===== config.mk =====
export PLATFORM = sky130hd
export DESIGN_NAME = lcag_row_eval
export DESIGN_NICKNAME = d
export VERILOG_FILES = /design/src/rtl/lcag_pkg.sv /design/src/rtl/lcag_row_eval.sv
export SDC_FILE = /design/constraint.sdc
export NUM_CORES = 1
export LEC_CHECK = 0
export BUFFER_PORTS_ARGS = -buffer_cell sky130_fd_sc_hd__buf_2
export CORE_AREA = 2 2 140 197
export DETAILED_ROUTE_END_ITERATION = 16
export DIE_AREA = 0 0 142 199
export GPL_TIMING_DRIVEN = 0
export PLACE_DENSITY = 0.69
export REMOVE_ABC_BUFFERS = 1
export SYNTH_ARGS = -nofsm -noshare
export SYNTH_HDL_FRONTEND = slang
export SYNTH_SLANG_ARGS = --single-unit

===== constraint.sdc =====
create_clock -name vclk -period 7.9
set_input_delay 0.395 -clock vclk [all_inputs]
set_output_delay 0.395 -clock vclk [all_outputs]
set_load 0.05 [all_outputs]

===== src/rtl/lcag_pkg.sv =====
// Shared types and constants for the life grid core.
// Holds the opcode set, the register indexes and the B3/S23 rule counts.
// No dependencies.
`timescale 1ns / 1ps
`default_nettype none

package lcag_pkg;

    typedef enum logic [1:0] {
        OP_WRITE = 2'd0,
        OP_STEP  = 2'd1,
        OP_READ  = 2'd2,
        OP_NONE  = 2'd3
    } t_opcode;

    localparam int CFG_IDX_W  = 1;
    localparam int CFG_DATA_W = 7;

    localparam logic [CFG_IDX_W-1:0] CFG_COL_COUNT = 1'b0;
    localparam logic [CFG_IDX_W-1:0] CFG_ROW_COUNT = 1'b1;

    localparam logic [CFG_DATA_W-1:0] COUNT_RESET = 7'd64;

    // Neighbor counts of the rule
    localparam logic [3:0] BIRTH_COUNT  = 4'd3;
    localparam logic [3:0] SURVIVE_LOW  = 4'd2;
    localparam logic [3:0] SURVIVE_HIGH = 4'd3;

endpackage

`default_nettype wire


===== src/rtl/lcag_row_eval.sv =====
// Next-generation row from a three-row window, one B3/S23 cell per column.
// Inputs arrive with unused columns already cleared. Uses lcag_pkg.
`timescale 1ns / 1ps
`default_nettype none

module lcag_row_eval
    import lcag_pkg::*;
#(
    parameter int MAX_COLS = 64
) (
    input  wire logic [MAX_COLS-1:0] i_above,
    input  wire logic [MAX_COLS-1:0] i_mid,
    input  wire logic [MAX_COLS-1:0] i_below,
    input  wire logic [MAX_COLS-1:0] i_col_mask,
    input  wire logic                i_row_live,
    output logic      [MAX_COLS-1:0] o_next
);

    logic [MAX_COLS+1:0] w_above;
    logic [MAX_COLS+1:0] w_mid;
    logic [MAX_COLS+1:0] w_below;
    logic [MAX_COLS-1:0] w_rule;

    // Pad one dead cell at each edge
    assign w_above = {1'b0, i_above, 1'b0};
    assign w_mid   = {1'b0, i_mid, 1'b0};
    assign w_below = {1'b0, i_below, 1'b0};

    always_comb begin
        logic [3:0] n;
        for (int c = 0; c < MAX_COLS; c++) begin
            n = 4'(w_above[c]) + 4'(w_above[c+1]) + 4'(w_above[c+2])
              + 4'(w_mid[c]) + 4'(w_mid[c+2])
              + 4'(w_below[c]) + 4'(w_below[c+1]) + 4'(w_below[c+2]);
            if (i_mid[c]) begin
                w_rule[c] = (n >= SURVIVE_LOW) && (n <= SURVIVE_HIGH);
            end else begin
                w_rule[c] = (n == BIRTH_COUNT);
            end
        end
    end

    assign o_next = i_row_live ? (w_rule & i_col_mask) : '0;

endmodule

`default_nettype wire


==> impl_metrics.prom <==
# TYPE chip_impl_metric gauge
chip_impl_info{name="status",value="complete, no violations"} 1
chip_impl_metric{name="postLayoutCoreUtil",unit="%"} 51.63
chip_impl_metric{name="power_per_cell_area",unit="nW/um2"} 118.7
chip_impl_metric{name="yosys.area_share.adder",unit="%"} 63.06
chip_impl_info{name="critPathKind",value="in -> out"} 1
chip_impl_metric{name="via_per_inst",unit=""} 4.717
chip_impl_metric{name="groute.usage.overall",unit="%"} 19.10
chip_impl_metric{name="initialDrtViolationCount",unit=""} 185
chip_impl_info{name="final_cell_mix",value="sky130_fd_sc_hd__inv_1, sky130_fd_sc_hd__buf_2, sky130_fd_sc_hd__fa_1"} 1
chip_impl_metric{name="synthesis.area",unit="um2"} 11730
chip_impl_metric{name="post_synth_inst_count",unit=""} 1352
chip_impl_info{name="worst_setup_path_end_kind",value="output port"} 1
chip_impl_metric{name="worstMarginPinSlew",unit="ns"} 0.3736
chip_impl_metric{name="gp_congestion",unit=""} 0.8802
chip_impl_metric{name="ios",unit=""} 321
chip_impl_metric{name="wl_per_cell",unit="um"} 13.03
chip_impl_metric{name="grt_max_degree",unit=""} 65
chip_impl_metric{name="vias_in_the_first_global_route",unit=""} 10500
chip_impl_info{name="hold_path.class",value="in -> out"} 1
chip_impl_metric{name="p_leak",unit="nW"} 8.234
chip_impl_metric{name="start_util",unit="%"} 44.16
chip_impl_metric{name="detailroute.via_count",unit=""} 9462
chip_impl_metric{name="layout.sequential_cells",unit=""} 0
chip_impl_metric{name="finalPower",unit="mW"} 1.628
chip_impl_metric{name="syn2layout_area_growth",unit="%"} 16.91
chip_impl_metric{name="setup_tns",unit="ns"} 0
chip_impl_metric{name="compound_cell_area_share_of_the_yosys_netlist",unit="%"} 8.555
chip_impl_metric{name="design.die.area",unit="um2"} 28260
chip_impl_info{name="family_with_the_most_delay_on_the_worst_path",value="adder cells"} 1
chip_impl_metric{name="vdd_ir_drop_max",unit="mV"} 0.06223
chip_impl_metric{name="layout-drive-gt1-share",unit="%"} 19.80
chip_impl_metric{name="synthesis.area_per_instance",unit="um2"} 8.676
chip_impl_metric{name="chipWidth",unit="um"} 142
chip_impl_metric{name="drt_pre_antenna_iters",unit=""} 4
chip_impl_metric{name="final_nets",unit=""} 2366
chip_impl_metric{name="critical_path_required",unit="ns"} 7.51
chip_impl_metric{name="die_height",unit="um"} 199
chip_impl_metric{name="multi_input_area",unit="um2"} 9371
chip_impl_metric{name="port_buffers",unit=""} 321
chip_impl_metric{name="core_region_area",unit="um2"} 26560
chip_impl_metric{name="route.final.wire_length",unit="mm"} 26.15
chip_impl_metric{name="timing_max_transition_violations_final",unit=""} 0
chip_impl_metric{name="final_hold_viol_count",unit=""} 0
chip_impl_info{name="most_common_library_cell_in_the_layout_ignoring_fill_and_taps",value="sky130_fd_sc_hd__inv_1"} 1
chip_impl_metric{name="sequential_cell_area",unit="um2"} 0
chip_impl_metric{name="ys_seq_area_share",unit="%"} 0
chip_impl_metric{name="timing.final.setup_violations",unit=""} 0
chip_impl_metric{name="post_cts_hold_buffer_count",unit=""} 0
chip_impl_metric{name="globalRouteOverflowTotal",unit=""} 0
chip_impl_metric{name="post-route-period-util",unit="%"} 49.38
chip_impl_metric{name="wire_length_of_the_first_global_routing_pass",unit="mm"} 44.37
chip_impl_info{name="path_cells",value="buf_2, fa_1, inv_1, fa_1, fa_1, inv_1, ha_1, fa_1, or2_2, a21oi_1, buf_2"} 1
chip_impl_metric{name="post-route-drc-count",unit=""} 0
chip_impl_metric{name="number_of_antenna_violations_at_the_first_check_in_global_routing",unit=""} 14
chip_impl_info{name="crit_slowest_cell",value="sky130_fd_sc_hd__fa_1"} 1
chip_impl_metric{name="final.clkbuf_count",unit=""} 0
chip_impl_info{name="grt_setup_unrepaired",value="false"} 1
chip_impl_metric{name="fmax",unit="GHz"} 0.2563
chip_impl_metric{name="cts_setup_buffers",unit=""} 0
chip_impl_metric{name="std_cell_rows",unit=""} 71
chip_impl_metric{name="maxSlewHeadroom",unit="%"} 75.09
chip_impl_metric{name="netlist-cell-type-count",unit=""} 25
chip_impl_metric{name="critical_path.max_fanout",unit=""} 3
chip_impl_metric{name="post-route-min-period",unit="ns"} 3.901
chip_impl_info{name="setup.worst_path.start_class",value="primary input"} 1
chip_impl_metric{name="ant_nets",unit=""} 0
chip_impl_metric{name="cp.arrival",unit="ns"} 3.51
chip_impl_metric{name="nFillCells",unit=""} 2543
chip_impl_metric{name="synth_xor_area_share",unit="%"} 0
chip_impl_metric{name="synthSimpleGateAreaFrac",unit="%"} 5.461
chip_impl_metric{name="synth_warnings",unit=""} 0
chip_impl_metric{name="drv_cap",unit=""} 0
chip_impl_metric{name="detailedPlacementHpwl",unit="mm"} 25.02
chip_impl_metric{name="critical_path_buf_inv_count",unit=""} 4
chip_impl_info{name="synth_top_family_by_area",value="adder cells"} 1
chip_impl_metric{name="synthMuxAreaShare",unit="%"} 2.816
chip_impl_info{name="worst_path_most_repeated_cell",value="sky130_fd_sc_hd__fa_1"} 1
chip_impl_metric{name="ctsResizeCount",unit=""} 0
chip_impl_metric{name="critical_path.max_stage_delay",unit="ns"} 0.55
-- power by group --
part	internal (mW)	switching, mW	total (mW)
sequential	0	0	0
clock	0.000000187	0	0.000000187
combinational	0.682	0.946	1.63
-- through the flow --
stage          hold slack (ns)  cells  area (um2)  worst slack, ns
6_report                 1.192   2006       13710            3.999
5_1_grt                  1.209   2004       13710            3.825
4_1_cts                  1.197   1995       13690            3.947
3_5_place_dp             1.196   1995       13690            3.967
3_3_place_gp             1.190   1994       13660            3.920
2_1_floorplan            1.018   1345       11640            3.692
-- path summary, 6_finish.rpt --
check / cells past startpoint / endpoint / startpoint / slack (ns)
setup / recovery: 11 / o_next[28] / i_above[27] / 4.00
hold / removal: 4 / o_next[14] / i_col_mask[14] / 1.19
-- cell usage after synthesis --
library cell | count | share of area [%]
sky130_fd_sc_hd__o2111ai_1 | 55 | 4.1
sky130_fd_sc_hd__nand3b_1 | 6 | 0.38
sky130_fd_sc_hd__nand4b_1 | 1 | 0.075
sky130_fd_sc_hd__a21oi_1 | 36 | 1.5
sky130_fd_sc_hd__nand2_1 | 18 | 0.58
sky130_fd_sc_hd__o211ai_2 | 3 | 0.32
sky130_fd_sc_hd__mux2i_1 | 33 | 2.8
sky130_fd_sc_hd__nand3_1 | 23 | 0.98
sky130_fd_sc_hd__buf_4 | 1 | 0.064
sky130_fd_sc_hd__or2_2 | 5 | 0.27
sky130_fd_sc_hd__o2111a_1 | 1 | 0.096
sky130_fd_sc_hd__nand2b_1 | 24 | 1.3
sky130_fd_sc_hd__nor2_1 | 51 | 1.6
sky130_fd_sc_hd__a31oi_1 | 1 | 0.053
sky130_fd_sc_hd__inv_1 | 604 | 19
sky130_fd_sc_hd__buf_6 | 2 | 0.19
sky130_fd_sc_hd__buf_12 | 1 | 0.17
sky130_fd_sc_hd__ha_1 | 188 | 20
sky130_fd_sc_hd__nor2b_1 | 1 | 0.053
sky130_fd_sc_hd__a221oi_1 | 1 | 0.075
sky130_fd_sc_hd__o211ai_1 | 3 | 0.19
sky130_fd_sc_hd__fa_1 | 252 | 43
sky130_fd_sc_hd__nor3_1 | 5 | 0.21
sky130_fd_sc_hd__a211oi_1 | 34 | 2.2
sky130_fd_sc_hd__clkbuf_8 | 3 | 0.35
-- final cells by class --
class              count  share of cell area [%]
diodes                11                  0.2007
well taps            328                   2.993
inverters            604                   16.53
multi-input cells    741                   68.34
repair buffers       322                   11.93
-- logic make-up (layout without fill, tap and decap cells) --
family / Yosys count / count (layout)
muxes: 33 / 33
buffers and inverters: 611 / 926
other: 0 / 11
and+or+nand+nor: 134 / 134
adders and majority gates: 440 / 440
AOI/OAI and AO/OA: 134 / 134
-- routing by layer --
metal  wire length (um)  GRT usage [%]  vias to the layer above
met5                 45              0                        -
met4                666          4.889                        8
met2              14790          39.63                      246
li1                   -              -                     4648
met3               1418          2.841                       47
met1               9227          19.35                     4513
Power figures use the tool's default switching activity.
